## src/hw/rtl/eqlt_pkg.sv

```systemverilog
// ----------------------------------------------------------------------------
// eqlt_pkg
// Shared types and constants for the escaped quoted line tokenizer.
// ----------------------------------------------------------------------------
package eqlt_pkg;

    // Input item kinds (carried on tuser)
    localparam logic REQ_CHAR = 1'b0;
    localparam logic REQ_EOL  = 1'b1;

    // Result kinds (carried on tuser)
    localparam logic [1:0] KIND_CHAR      = 2'd0;
    localparam logic [1:0] KIND_TOKEN_END = 2'd1;
    localparam logic [1:0] KIND_LINE_END  = 2'd2;

    // Special bytes
    localparam logic [7:0] CH_NUL   = 8'h00;
    localparam logic [7:0] CH_BSL   = 8'h5C;
    localparam logic [7:0] CH_HASH  = 8'h23;
    localparam logic [7:0] CH_QUOTE = 8'h22;
    localparam logic [7:0] CH_CR    = 8'h0D;
    localparam logic [7:0] CH_SPACE = 8'h20;
    localparam logic [7:0] CH_TAB   = 8'h09;

    localparam int MAX_TOKENS_DEF = 255;
    localparam int FIFO_DEPTH     = 8;

    typedef struct packed {
        logic [1:0] kind;
        logic [7:0] out_char;
        logic [7:0] token_index;
        logic       last;
    } t_result;

    // Up to two results produced by one input transaction
    typedef struct packed {
        logic [1:0] num;
        t_result    r0;
        t_result    r1;
    } t_push;

endpackage

```

## src/hw/rtl/eqlt_step.sv

```systemverilog
// ----------------------------------------------------------------------------
// eqlt_step
// Input register, tokenizer state and the per-byte decision logic.
// ----------------------------------------------------------------------------
module eqlt_step #(
    parameter int MAX_TOKENS = eqlt_pkg::MAX_TOKENS_DEF
) (
    input  logic           i_clk,
    input  logic           i_rst_n,
    input  logic           i_accept,
    input  logic           i_req_type,
    input  logic [7:0]     i_ch,
    output logic           o_busy,
    output eqlt_pkg::t_push o_push
);

    localparam logic [7:0] LIMIT = 8'((MAX_TOKENS > 255) ? 255 : MAX_TOKENS);

    logic       r_in_valid;
    logic       r_req;
    logic [7:0] r_ch;

    logic       r_esc, r_quote, r_comment, r_nonempty;
    logic [7:0] r_cnt;
    logic       n_esc, n_quote, n_comment, n_nonempty;
    logic [7:0] n_cnt;

    eqlt_pkg::t_push push;

    always_comb begin
        n_esc      = r_esc;
        n_quote    = r_quote;
        n_comment  = r_comment;
        n_nonempty = r_nonempty;
        n_cnt      = r_cnt;
        push       = '0;
        // default first result: a token character
        push.r0.kind        = eqlt_pkg::KIND_CHAR;
        push.r0.out_char    = r_ch;
        push.r0.token_index = r_cnt;
        push.r0.last        = 1'b1;

        if (r_req == eqlt_pkg::REQ_EOL) begin
            if (!r_comment && r_nonempty) begin
                push.num            = 2'd2;
                push.r0.kind        = eqlt_pkg::KIND_TOKEN_END;
                push.r0.out_char    = '0;
                push.r0.last        = 1'b0;
                push.r1.kind        = eqlt_pkg::KIND_LINE_END;
                push.r1.token_index = (r_cnt < LIMIT) ? r_cnt + 8'd1 : r_cnt;
                push.r1.last        = 1'b1;
            end else begin
                push.num         = 2'd1;
                push.r0.kind     = eqlt_pkg::KIND_LINE_END;
                push.r0.out_char = '0;
            end
            n_esc      = 1'b0;
            n_quote    = 1'b0;
            n_comment  = 1'b0;
            n_nonempty = 1'b0;
            n_cnt      = '0;
        end else if (r_comment || (r_ch inside {eqlt_pkg::CH_NUL, eqlt_pkg::CH_CR})) begin
            push.num = 2'd0;
        end else begin
            case (r_ch)
                eqlt_pkg::CH_BSL: begin
                    if (r_esc) begin
                        push.num = 2'd1;
                        n_esc    = 1'b0;
                    end else begin
                        n_esc = 1'b1;
                    end
                end
                eqlt_pkg::CH_HASH: begin
                    if (r_esc || r_quote) begin
                        push.num = 2'd1;
                        n_esc    = 1'b0;
                    end else begin
                        n_comment = 1'b1;
                    end
                end
                eqlt_pkg::CH_QUOTE: begin
                    if (r_esc) begin
                        push.num = 2'd1;
                        n_esc    = 1'b0;
                    end else begin
                        n_quote = ~r_quote;
                    end
                end
                eqlt_pkg::CH_SPACE, eqlt_pkg::CH_TAB: begin
                    if (r_quote) begin
                        push.num = 2'd1;       // quoted: escape stays pending
                    end else if (r_esc) begin
                        push.num = 2'd1;
                        n_esc    = 1'b0;
                    end
                end
                default: begin
                    push.num = 2'd1;           // ordinary byte keeps the escape
                end
            endcase

            // unquoted, unescaped break or comment start closes the token
            if (push.num == 2'd0 && !r_esc && !r_quote &&
                (r_ch inside {eqlt_pkg::CH_SPACE, eqlt_pkg::CH_TAB, eqlt_pkg::CH_HASH})) begin
                if (r_nonempty) begin
                    push.num         = 2'd1;
                    push.r0.kind     = eqlt_pkg::KIND_TOKEN_END;
                    push.r0.out_char = '0;
                    n_cnt            = (r_cnt < LIMIT) ? r_cnt + 8'd1 : r_cnt;
                end
                n_nonempty = 1'b0;
            end else if (push.num != 2'd0) begin
                n_nonempty = 1'b1;
            end
        end

        if (!r_in_valid) begin
            push.num = 2'd0;
        end
    end

    always_ff @(posedge i_clk) begin
        if (i_accept) begin
            r_req <= i_req_type;
            r_ch  <= i_ch;
        end
        if (!i_rst_n) begin
            r_in_valid <= 1'b0;
            r_esc      <= 1'b0;
            r_quote    <= 1'b0;
            r_comment  <= 1'b0;
            r_nonempty <= 1'b0;
            r_cnt      <= '0;
        end else begin
            r_in_valid <= i_accept;
            if (r_in_valid) begin
                r_esc      <= n_esc;
                r_quote    <= n_quote;
                r_comment  <= n_comment;
                r_nonempty <= n_nonempty;
                r_cnt      <= n_cnt;
            end
        end
    end

    assign o_busy = r_in_valid;
    assign o_push = push;

endmodule

```

## src/hw/rtl/eqlt_fifo.sv

```systemverilog
// ----------------------------------------------------------------------------
// eqlt_fifo
// Result queue taking up to two results per cycle, one out per cycle.
// ----------------------------------------------------------------------------
module eqlt_fifo (
    input  logic              i_clk,
    input  logic              i_rst_n,
    input  eqlt_pkg::t_push   i_push,
    input  logic              i_pop,
    output logic              o_valid,
    output eqlt_pkg::t_result o_head,
    output logic [$clog2(eqlt_pkg::FIFO_DEPTH):0] o_count
);

    localparam int DEPTH = eqlt_pkg::FIFO_DEPTH;
    localparam int AW    = $clog2(DEPTH);

    eqlt_pkg::t_result r_mem [DEPTH];
    logic [AW-1:0]     r_wp, r_rp;
    logic [AW:0]       r_count;
    logic [AW-1:0]     wp1;
    logic              pop;

    assign wp1 = r_wp + AW'(1);
    assign pop = i_pop && (r_count != '0);

    always_ff @(posedge i_clk) begin
        if (i_push.num != 2'd0) begin
            r_mem[r_wp] <= i_push.r0;
        end
        if (i_push.num == 2'd2) begin
            r_mem[wp1] <= i_push.r1;
        end
        if (!i_rst_n) begin
            r_wp    <= '0;
            r_rp    <= '0;
            r_count <= '0;
        end else begin
            r_wp    <= r_wp + AW'(i_push.num);
            r_rp    <= r_rp + AW'(pop);
            r_count <= r_count + (AW+1)'(i_push.num) - (AW+1)'(pop);
        end
    end

    assign o_valid = (r_count != '0);
    assign o_head  = r_mem[r_rp];
    assign o_count = r_count;

endmodule

```

## src/hw/rtl/escaped_quoted_line_tokenizer_core.sv

```systemverilog
// ----------------------------------------------------------------------------
// escaped_quoted_line_tokenizer_core
// Shell-style line tokenizer: bytes in, token characters and markers out.
// ----------------------------------------------------------------------------
// Feed the bytes of one line with s_axis_tuser low, then one transaction with
// s_axis_tuser high to close the line. Tokens split at unquoted, unescaped
// space or tab; a double quote toggles quoting; backslash escapes backslash,
// '#', quote, space and tab; CR and NUL bytes are dropped; an unquoted,
// unescaped '#' closes the token and skips to end of line. Each kept byte
// comes out as a token character (tuser 0), each non-empty token is closed
// by a token end (tuser 1), and every line ends with a line end (tuser 2)
// carrying the token count. tlast marks the final output of each input
// transaction. Throughput: one input byte per clock while the queue has room.
// An input is registered, decoded in the following cycle and its one or two
// results are queued; an end of line that closes a token produces two
// results. A small output queue decouples the sides; input stalls unless it
// has room for two results each for the registered item and a new one.
// ----------------------------------------------------------------------------
module escaped_quoted_line_tokenizer_core #(
    parameter int MAX_TOKENS = eqlt_pkg::MAX_TOKENS_DEF
) (
    input  logic        i_clk,
    input  logic        i_rst_n,
    // input stream
    input  logic        s_axis_tvalid,
    output logic        s_axis_tready,
    input  logic [7:0]  s_axis_tdata,   // [7:0] ch
    input  logic        s_axis_tuser,   // [0] req_type
    // output stream
    output logic        m_axis_tvalid,
    input  logic        m_axis_tready,
    output logic [15:0] m_axis_tdata,   // [7:0] out_char, [15:8] token_index
    output logic [1:0]  m_axis_tuser,   // [1:0] kind
    output logic        m_axis_tlast    // last
);

    localparam int DEPTH = eqlt_pkg::FIFO_DEPTH;
    localparam int CW    = $clog2(DEPTH) + 1;

    logic              accept;
    logic              busy;
    eqlt_pkg::t_push   push;
    eqlt_pkg::t_result head;
    logic [CW-1:0]     count;

    // Room for the item in the input register and for a new one, two each.
    assign s_axis_tready = ((count + (busy ? CW'(2) : CW'(0))) <= CW'(DEPTH - 2));
    assign accept        = s_axis_tvalid && s_axis_tready;

    eqlt_step #(
        .MAX_TOKENS (MAX_TOKENS)
    ) u_step (
        .i_clk      (i_clk),
        .i_rst_n    (i_rst_n),
        .i_accept   (accept),
        .i_req_type (s_axis_tuser),
        .i_ch       (s_axis_tdata),
        .o_busy     (busy),
        .o_push     (push)
    );

    eqlt_fifo u_fifo (
        .i_clk   (i_clk),
        .i_rst_n (i_rst_n),
        .i_push  (push),
        .i_pop   (m_axis_tready),
        .o_valid (m_axis_tvalid),
        .o_head  (head),
        .o_count (count)
    );

    assign m_axis_tdata = {head.token_index, head.out_char};
    assign m_axis_tuser = head.kind;
    assign m_axis_tlast = head.last;

endmodule
```

## config.mk

```make
export PLATFORM = sky130hd
export DESIGN_NAME = escaped_quoted_line_tokenizer_core
export DESIGN_NICKNAME = d
export VERILOG_FILES = /design/src/hw/rtl/eqlt_pkg.sv /design/src/hw/rtl/eqlt_step.sv /design/src/hw/rtl/eqlt_fifo.sv /design/src/hw/rtl/escaped_quoted_line_tokenizer_core.sv
export SDC_FILE = /design/constraint.sdc
export NUM_CORES = 1
export LEC_CHECK = 0
export BUFFER_PORTS_ARGS = -buffer_cell sky130_fd_sc_hd__buf_4
export CAP_MARGIN = 20
export CORE_MARGIN = 2
export CORE_UTILIZATION = 55
export CTS_BUF_LIST = sky130_fd_sc_hd__clkbuf_2 sky130_fd_sc_hd__clkbuf_4 sky130_fd_sc_hd__clkbuf_8
export CTS_CLUSTER_DIAMETER = 30
export DETAILED_ROUTE_END_ITERATION = 7
export GPL_TIMING_DRIVEN = 0
export PLACE_DENSITY_LB_ADDON = 0.2
export SYNTH_ARGS = -nofsm -noshare
export SYNTH_HDL_FRONTEND = slang
export SYNTH_SLANG_ARGS = --single-unit
```

## constraint.sdc

```tcl
create_clock -name i_clk -period 3.5 [get_ports i_clk]
set_input_delay 0.875 -clock i_clk [delete_from_list [all_inputs] [get_ports i_clk]]
set_output_delay 0.875 -clock i_clk [all_outputs]
set_load 0.005 [all_outputs]
```

After elaboration in Yosys (flattened, before gate mapping)
Memories as Yosys holds them, arrays and structs flattened. A register that Yosys moved wholly into a read port is not among the register bits.
Cells that the tools add are included.

operators by class
  bitwise logic cells = 1
  equality and inequality tests = 12
  muxes and demuxes = 46
  add/subtract/negate cells = 7
  $lt $le $gt $ge = 2
  reductions and logical operators = 31

operators with widths
  kind                                                                      count
  12-bit two-way mux                                                        4
  8-bit two-way mux                                                         5
  8-bit by 6-bit == test with 1-bit output (second input constant)          3
  1-bit two-way mux                                                         24
  9-bit two-way mux                                                         2
  8-bit by 4-bit == test with 1-bit output (second input constant)          2
  2-bit nonzero test                                                        7
  4-bit AND reduction                                                       3
  10-bit two-way mux                                                        1
  2-bit two-way mux                                                         5
  3-bit two-way mux                                                         3
  4-bit by 2-bit adder with 4-bit output                                    2
  8-bit by 1-bit adder with 8-bit output (second input constant)            1
  8-bit by 7-bit == test with 1-bit output (second input constant)          1
  8-bit logical NOT                                                         1
  8-bit < comparator (second input constant)                                1
  1-bit logical AND                                                         6
  2-bit by 1-bit inequality test with 1-bit output (second input constant)  3
  2-bit one-hot mux with 3 select lines                                     1
  3-bit nonzero test                                                        2
  5-bit AND reduction                                                       1
  5-bit nonzero test                                                        1
  4-bit by 3-bit <= comparator with 1-bit output (second input constant)    1
  1-bit one-hot mux with 4 select lines                                     1
  14 further kinds                                                          18

word-level totals
  logic and storage cells = 111
  input port bits = 13
  RAM bits = 152
  output and inout port bits = 21
  memories kept = 1
  register bits = 32

memories
  memory        depth  bits a word  read ports  clocked after Yosys merged registers in  write ports  RTL line         RTL
  u_fifo.r_mem  8      19           1           1                                        2            eqlt_fifo.sv:18  eqlt_pkg::t_result r_mem [DEPTH];

Logic depth before layout (Yosys ltp)
Gate-level depths: netlist (run 1).

  depth in word-level cells = 16
  depth in mapped cells = 15
  mapped depth without buffers = 13

Cells and area by module
From an unflattened synthesis (run 1), not the netlist that was laid out.

unflattened totals
  cell total of the unflattened synthesis = 645
  area total of the unflattened synthesis = 9,907.0 sq um

modules (own cells, without submodules)
  module                              cells each  sequential area each (sq um)  area each (sq um)  instances
  eqlt_fifo                           467         4,764.6                       8,401.8            1
  eqlt_step                           172         530.5                         1,446.4            1
  escaped_quoted_line_tokenizer_core  6           0.0                           58.8               1

Least setup slack after synthesis (run 1)
OpenSTA, ideal clock, no wires.

  path type = register to register
  from = reg u_step.r_ch[2]
  to = reg u_fifo.r_count[2] (netlist: u_fifo.o_count[2])
  clock period less this slack = 3.147 ns
  path slack = 0.353 ns
  arrival = 3.032 ns
  data required time = 3.385 ns
  path buffers = 2
  stages on the path, launching flop included = 15
  cells stage by stage = edfxtp_1 -> or4_1 -> buf_2 -> nor4_2 -> a21oi_1 -> nand2b_4 -> buf_6 -> a21oi_1 -> inv_1 -> ha_1 -> inv_1 -> ha_1 -> fa_1 -> xor2_1 -> and2_1

on the way
  longest elaborated chain between the ends = 15

RTL lines
  item                                                              RTL line                           RTL
  start, declared                                                   eqlt_step.sv:21                    logic [7:0] r_ch;
  start signal, assigned                                            eqlt_step.sv:126                   r_ch <= i_ch;
  8-bit by 4-bit == test with 1-bit output (tied with other cells)  eqlt_step.sv:65, eqlt_step.sv:105
  2-bit OR reduction, on equally long branches                      --
  2-bit one-hot mux with 3 select lines                             eqlt_step.sv:65                    case (r_ch)
  2-bit two-way mux                                                 eqlt_step.sv:62                    end else if (r_comment || (r_ch inside {eqlt_pkg::CH_NUL, eqlt_pkg::CH_CR})) begin
  2-bit two-way mux                                                 eqlt_step.sv:43                    if (r_req == eqlt_pkg::REQ_EOL) begin
  2-bit logical NOT                                                 eqlt_step.sv:104                   if (push.num == 2'd0 && !r_esc && !r_quote &&
  1-bit logical AND (3 in series)                                   eqlt_step.sv:104
  12-bit two-way mux                                                eqlt_step.sv:104
  2-bit two-way mux (*)                                             eqlt_step.sv:62
  12-bit two-way mux (*)                                            eqlt_step.sv:43
  2-bit two-way mux (*)                                             eqlt_step.sv:118                   if (!r_in_valid) begin
  4-bit by 2-bit adder with 4-bit output (*)                        eqlt_fifo.sv:41                    r_count <= r_count + (AW+1)'(i_push.num) - (AW+1)'(pop);
  4-bit by 1-bit subtractor with 4-bit output (*)                   eqlt_fifo.sv:41
  end signal, assigned                                              eqlt_fifo.sv:41
  end, declared                                                     eqlt_fifo.sv:20                    logic [AW:0] r_count;

Mark *: on every way between the ends. The rest lies on a longest branch, timed or not. The select of a mux whose other input is x is not followed.
A chain may end at the register's enable or synchronous reset.

Final worst setup path (run 1)
Ends and elaborated chain as after synthesis.

==> results of run 1 <==
==> power groups by stage <==
stage	Clock [mW]	Combinational, mW	Sequential, mW
floorplan	0	1.21	2.68
global placement	0	1.72	2.71
detailed placement	0	1.77	2.73
CTS	1.46	1.79	2.68
global route	1.54	1.97	2.71
finish	1.44	1.80	2.69
==> cells in the final DEF (no fill, tap or decap), types with 4 or more instances in the layout <==
cell type | netlist | routed
dfxtp_1 | 95 | 95
nor2b_1 | 4 | 4
and2_1 | 12 | 12
a21oi_1 | 12 | 11
edfxtp_1 | 89 | 89
and3_1 | 6 | 6
clkbuf_1 | 36 | 30
inv_1 | 13 | 13
buf_2 | 8 | 9
nand3_1 | 13 | 13
mux2i_1 | 76 | 76
ha_1 | 13 | 13
a21o_1 | 5 | 5
clkbuf_8 | 0 | 18
xor2_1 | 10 | 10
nand4_1 | 4 | 4
buf_6 | 5 | 5
a31oi_1 | 4 | 4
mux2_2 | 19 | 19
buf_4 | 4 | 45
nand2b_1 | 10 | 10
o21ai_1 | 9 | 9
a22o_1 | 60 | 60
nor2_1 | 28 | 28
clkbuf_2 | 0 | 4
nand2_1 | 106 | 105
nor3_1 | 10 | 10
mux4_2 | 38 | 38
o21ai_0 | 8 | 8
==> kinds of logic (layout without fill, tap and decap cells) <==
family | Yosys count | count (layout) | share of synthesized area
AOI/OAI and AO/OA | 126 | 126 | 0.113
xor gates and xnor gates | 13 | 13 | 0.0125
adders and majority gates | 15 | 15 | 0.0223
buffers and inverters | 68 | 138 | 0.0350
DFF | 184 | 184 | 0.504
muxes | 133 | 133 | 0.201
and+or+nand+nor | 214 | 214 | 0.112
==> metrics by stage <==
stage	worst slack, ns	hold slack (ns)
finish	0.143	0.465
global route	-0.0380	0.479
floorplan	0.353	0.432
CTS	0.00702	0.464
detailed placement	-0.312	0.447
global placement	-0.298	0.439
==> worst register-to-register path, cell delays in order (launching register included) <==
cell and delay, ns:
edfxtp_1 0.45, or4_1 0.53, buf_2 0.18, nor4_4 0.17, a21oi_1 0.14, nand2b_4 0.19
buf_6 0.18, a21oi_4 0.16, inv_1 0.07, ha_1 0.27, inv_1 0.04, ha_1 0.20
fa_1 0.38, xor2_1 0.17, and2_1 0.15
==> Yosys cell counts (3+ instances only) <==
master / n
nor2b_1: 4
nor2_1: 28
nor3_1: 10
a211oi_2: 3
dfxtp_1: 95
xnor2_1: 3
clkbuf_1: 36
a211o_2: 3
inv_1: 13
o21ai_1: 9
o21ai_0: 8
nand2b_1: 10
mux2i_1: 76
a21oi_1: 12
nand2_1: 106
a22o_1: 60
buf_6: 5
nand3_1: 13
nor3b_1: 3
a211oi_1: 3
a21o_1: 5
mux4_2: 38
buf_2: 8
a31o_1: 3
edfxtp_1: 89
and3_1: 6
or3_1: 3
and2_1: 12
buf_4: 4
ha_1: 13
xor2_1: 10
mux2_2: 19
nand4_1: 4
a31oi_1: 4
==> state kept, by name (all words and copies together) (netlist names) <==
signal,cells
u_fifo.r_mem,152
u_step.r_ch,8
u_step.r_cnt,8
u_fifo.o_count,4
u_fifo.r_rp,3
u_fifo.r_wp,3
u_step.o_busy,1
u_step.r_comment,1
u_step.r_esc,1
u_step.r_nonempty,1
u_step.r_quote,1
u_step.r_req,1
==> final cells by class <==
cell class              count  area (sq um)  area share
clock buffers              18           248      0.0246
clock inverters            13           145      0.0144
inverters                  13          48.8     0.00484
multi-input cells         501          4220       0.418
repair buffers             40           298      0.0295
well taps                 216           270      0.0268
flip-flops and latches    184          4570       0.454
plain buffers              54           282      0.0279
==> path summary, 6_finish.rpt <==
path | from | to | slack, ns | cells past startpoint
max | u_step.r_ch[2] | u_fifo.o_count[2] | 0.14 | 14
min | u_fifo.r_mem[0][11] | u_fifo.r_mem[0][11] | 0.47 | 2
max reg2reg | u_step.r_ch[2] | u_fifo.o_count[2] | 0.14 | 14
min reg2reg | u_fifo.r_mem[0][11] | u_fifo.r_mem[0][11] | 0.47 | 2
==> routing by layer <==
metal / up-vias / part of all wire
li1: 2930 / -
met1: 3191 / 0.44
met2: 236 / 0.48
met3: 30 / 0.066
met4: 0 / 0.013
met5: - / 0
==> repair_timing <==
| action | in CTS | in global routing |
|---|---|---|
| pin swaps | 0 | 1 |
| hold buffers | 0 | 0 |
| resized for setup | 16 | 5 |
| setup buffers | 0 | 4 |
| cloned | 0 | 0 |
| setup endpoints to repair | 20 | 49 |
==> impl_metrics.tcl, run 1 <==
set metrics [dict create \
    status "completed" \
    p_switching_mw 1.82 \
    worst_pin_slew_ns 1.05 \
    endpoint_kind "register" \
    drtIter0Drc 664 \
    worstSetupPathType "register to register" \
    crit_chain "or4_1 -> buf_2 -> nor4_4 -> a21oi_1 -> nand2b_4 -> buf_6 -> a21oi_4 -> inv_1 -> ha_1 -> inv_1 -> ha_1 -> fa_1 -> xor2_1 -> and2_1" \
    nets 839 \
    dp_cells 1004 \
    ir_worst_vdd_v 0.000401 \
    postPlaceCellArea_sq_mm 0.00962 \
    hold_viol_final 0 \
    sw_frac_of_total 0.306 \
    synthArstFlopShare 0 \
    comb_power_share 0.304 \
    slew_violations 0 \
    ys_types 62 \
    grtUsageMet1 0.346 \
    met3_usage 0.0536 \
    grtUsageMet2 0.398 \
    hpwl_microns 15300 \
    wl_per_cell_microns 20.7 \
    final_area_sq_mm 0.0101 \
    antenna_found_initial 0 \
    p_int_mw 4.11 \
    route.detailed.drc 0 \
    synth.largest_area_cell "edfxtp_1" \
    p_total_mw 5.93 \
    syn_area_sq_mm 0.00908 \
    finalClockSkew_ns 0.0203 \
    die_y_microns 133 \
    utilization 0.630 \
    vias 6387 \
    yosysSeqAreaShare 0.504 \
    min-delay-path-class "register to register" \
    busiest_layer "met2" \
    avgSynthCellArea_sq_um 12.1 \
    syn_inst 753 \
    critPathSlowestCell "or4_1" \
    pwr-share-seq 0.453 \
    cts_tree "done" \
    die_width_microns 133 \
    synth_nets 781 \
    required_ns 3.87 \
    maxCapViolations 0 \
    tns_ns 0 \
    die_area_sq_mm 0.0176 \
    drive_gt1_frac 0.208 \
    clock-sinks 184 \
    worstPathMaxFanout 10 \
    core_sq_mm 0.0160 \
    io_pins 34 \
    worst_ep_arrival_time_ns 3.73 \
    num_antenna_cells 0 \
    synth_seq_cells 184 \
    h-tree-depth 4 \
    clk_path_buf_depth 2 \
    ctsRootBufferMaster "clkbuf_8" \
    initial_utilization 0.568 \
    drt-total-wl_microns 21500 \
    final_cells 1039 \
    postRouteAntennaNets 0 \
    relSlewSlack 0.293 \
    gp_congestion 0.857 \
    slowest_delay_ns 0.53 \
    yosysWarnings 0 \
    leakagePower_nw 3.82 \
    row_count 46 \
    synth_top_area_frac 0.294 \
    period_needed_ns 3.36 \
    syn_to_final_growth_pct 11.0 \
    crit_family "simple AND/OR/NAND/NOR gates" \
    cts_inserted_buffers 17 \
    cp_num_buf_inv 4 \
    synth_ff_type "dfxtp_1" \
    max_freq_ghz 0.298 \
    clock_latency_ns 0.48 \
    synth-edff-count 89 \
    start_kind "register" \
    first_pass_iters 7 \
    grt_use_total 0.250 \
    overflow 0 \
    numPortBuffers 33 \
    synth_area_leaders "edfxtp_1 (29%), dfxtp_1 (21%), mux4_2 (9.4%), mux2i_1 (8.4%), a22o_1 (5.8%)" \
    period_share 0.959 \
    grt_max_degree 17 \
    clk_pin_slew_ns 0.09 \
    viasPerCell 6.15 \
    grt_pass1_wl_microns 33500 \
    fillCellCount 1270 \
    power_per_cell_area_mw_per_mm2 588 \
    setup_viol 0 \
    grt_pass1_vias 6296 \
    power_frac_clock 0.243 \
]
No activity file was read; power rests on OpenSTA's default activity.
==> inputs of run 2 (changes only) <==
--- a/config.mk
+++ b/config.mk
@@ -13,7 +13,9 @@
 export CTS_CLUSTER_DIAMETER = 30
 export DETAILED_ROUTE_END_ITERATION = 7
 export GPL_TIMING_DRIVEN = 0
-export PLACE_DENSITY_LB_ADDON = 0.2
+export HOLD_SLACK_MARGIN = 0.05
+export PLACE_DENSITY_LB_ADDON = 0.25
+export RECOVER_POWER = 25
 export SYNTH_ARGS = -nofsm -noshare
 export SYNTH_HDL_FRONTEND = slang
 export SYNTH_SLANG_ARGS = --single-unit
==> run 2 against run 1 <==
Effect of this change:
- via count rose by 0.49%
- setup slack worse by 0.0027 ns
- global-route usage grew 0.064 points
- routed wire length down 1.4%
- sequential power about the same
==> impl_metrics.tcl, run 2 (synthesis results as in run 1) <==
set metrics [dict create \
    die_y_microns 133 \
    largest_register_ffs 152 \
    fillCellCount 1248 \
    leakagePower_nw 3.82 \
    grt_max_degree 17 \
    worst_ep_arrival_time_ns 3.73 \
    utilization 0.631 \
    die_width_microns 133 \
    row_count 46 \
    final_cell_mix "nand2_1 (105), dfxtp_1 (95), edfxtp_1 (89)" \
    ir_worst_vdd_v 0.000293 \
    grt_pass1_vias 6431 \
    required_ns 3.87 \
    cts_inserted_buffers 17 \
    clock_latency_ns 0.47 \
    grt_use_total 0.251 \
    ctsRootBufferMaster "clkbuf_8" \
    antenna_found_initial 0 \
    die_area_sq_mm 0.0176 \
    period_share 0.960 \
    p_total_mw 5.93 \
    period_needed_ns 3.36 \
    clk_path_buf_depth 2 \
    nets 837 \
    maxCapViolations 0 \
    numPortBuffers 33 \
    h-tree-depth 4 \
    io_pins 34 \
    gp_congestion 0.867 \
    slew_violations 0 \
    power_per_cell_area_mw_per_mm2 587 \
    rsz0062_at_grt "true" \
    min-delay-path-class "register to register" \
    postRouteAntennaNets 0 \
    vias 6418 \
    drt-total-wl_microns 21200 \
    grt_pass1_wl_microns 34300 \
    num_antenna_cells 0 \
    clk_pin_slew_ns 0.09 \
    worstSetupPathType "register to register" \
    initial_utilization 0.568 \
    finalClockSkew_ns 0.0106 \
    route.detailed.drc 0 \
    hold_viol_final 0 \
    status "completed" \
    overflow 0 \
    layout.cells.most_common "nand2_1" \
    wl_per_cell_microns 20.5 \
    setup_viol 0 \
    hpwl_microns 15200 \
    clock-sinks 184 \
    start_kind "register" \
    core_sq_mm 0.0160 \
    max_freq_ghz 0.298 \
    worstPathMaxFanout 10 \
    drive_gt1_frac 0.209 \
    worst_pin_slew_ns 1.20 \
    cts_tree "done" \
    relSlewSlack 0.192 \
    regMostFlops "u_fifo.r_mem" \
    syn_to_final_growth_pct 11.1 \
    top_regs "u_fifo.r_mem x152, u_step.r_ch x8, u_step.r_cnt x8" \
    first_pass_iters 5 \
    drtIter0Drc 721 \
    endpoint_kind "register" \
    viasPerCell 6.18 \
]
run 2: cell types whose count changed in the layout (fill, tap and decap cells not counted), sizes merged:
cell / previous run / this run
inv: 18 / 17
clkbuf: 53 / 66
clkinv: 5 / 7
buf: 59 / 45
clkinvlp: 1 / 0
run 2: cell type report:
| type | count | area (sq um) | share of cell area |
|---|---|---|---|
| flip-flops and latches | 184 | 4570 | 0.453 |
| multi-input cells | 501 | 4240 | 0.420 |
| plain buffers | 55 | 285 | 0.0283 |
| repair buffers | 37 | 278 | 0.0275 |
| well taps | 216 | 270 | 0.0268 |
| clock buffers | 19 | 262 | 0.0259 |
| clock inverters | 13 | 143 | 0.0141 |
| inverters | 13 | 48.8 | 0.00483 |
run 2: worst paths after layout:
check	startpoint	end	slack (ns)	cells after the start
setup / recovery	u_step.r_ch[2]	u_fifo.o_count[2]	0.14	14
hold reg to reg	u_fifo.r_mem[2][10]	u_fifo.r_mem[2][10]	0.46	2
setup reg to reg	u_step.r_ch[2]	u_fifo.o_count[2]	0.14	14
hold / removal	u_fifo.r_mem[2][10]	u_fifo.r_mem[2][10]	0.46	2
run 2: repair_timing:
action / CTS / global route
hold buffers: 0 / 0
gates cloned: 0 / 0
buffers inserted: 0 / 1
pin swaps: 0 / 1
gates resized for setup: 15 / 11
setup endpoints to repair: 20 / 32
run 2: power by group:
group | internal [mW] | switching [mW] | total [mW]
Sequential | 2.53 | 0.149 | 2.68
Clock | 0.680 | 0.774 | 1.45
Combinational | 0.917 | 0.875 | 1.79
Total | 4.13 | 1.80 | 5.93
run 2: per-layer routing:
metal  vias up  track usage  part of all wire
met3        37       0.0510             0.071
met5         -            0                 0
met1      3213        0.349              0.44
met4         0       0.0687             0.015
met2       239        0.402              0.47
li1       2929            -                 -
run 2: metrics by stage:
stage	setup slack (ns)	hold WS [ns]	setup TNS, ns	area, sq um	std cells
after floorplan	0.353	0.432	0	9080	753
after global placement	-0.302	0.439	-4.50	9600	1002
after detailed placement	-0.294	0.450	-4.52	9610	1003
after CTS	0.000839	0.463	0	10000	1035
after global routing	-0.0327	0.483	-0.0327	10100	1038
final	0.140	0.460	0	10100	1038
run 2: critical path, stage by stage, from the launching register on:
cell	delay, ns
edfxtp_1	0.44
or4_1	0.54
buf_2	0.18
nor4_4	0.19
a21oi_2	0.11
nand2b_4	0.18
buf_6	0.18
a21oi_4	0.15
inv_1	0.07
ha_1	0.27
inv_1	0.04
ha_1	0.20
fa_1	0.39
xor2_1	0.17
and2_1	0.15
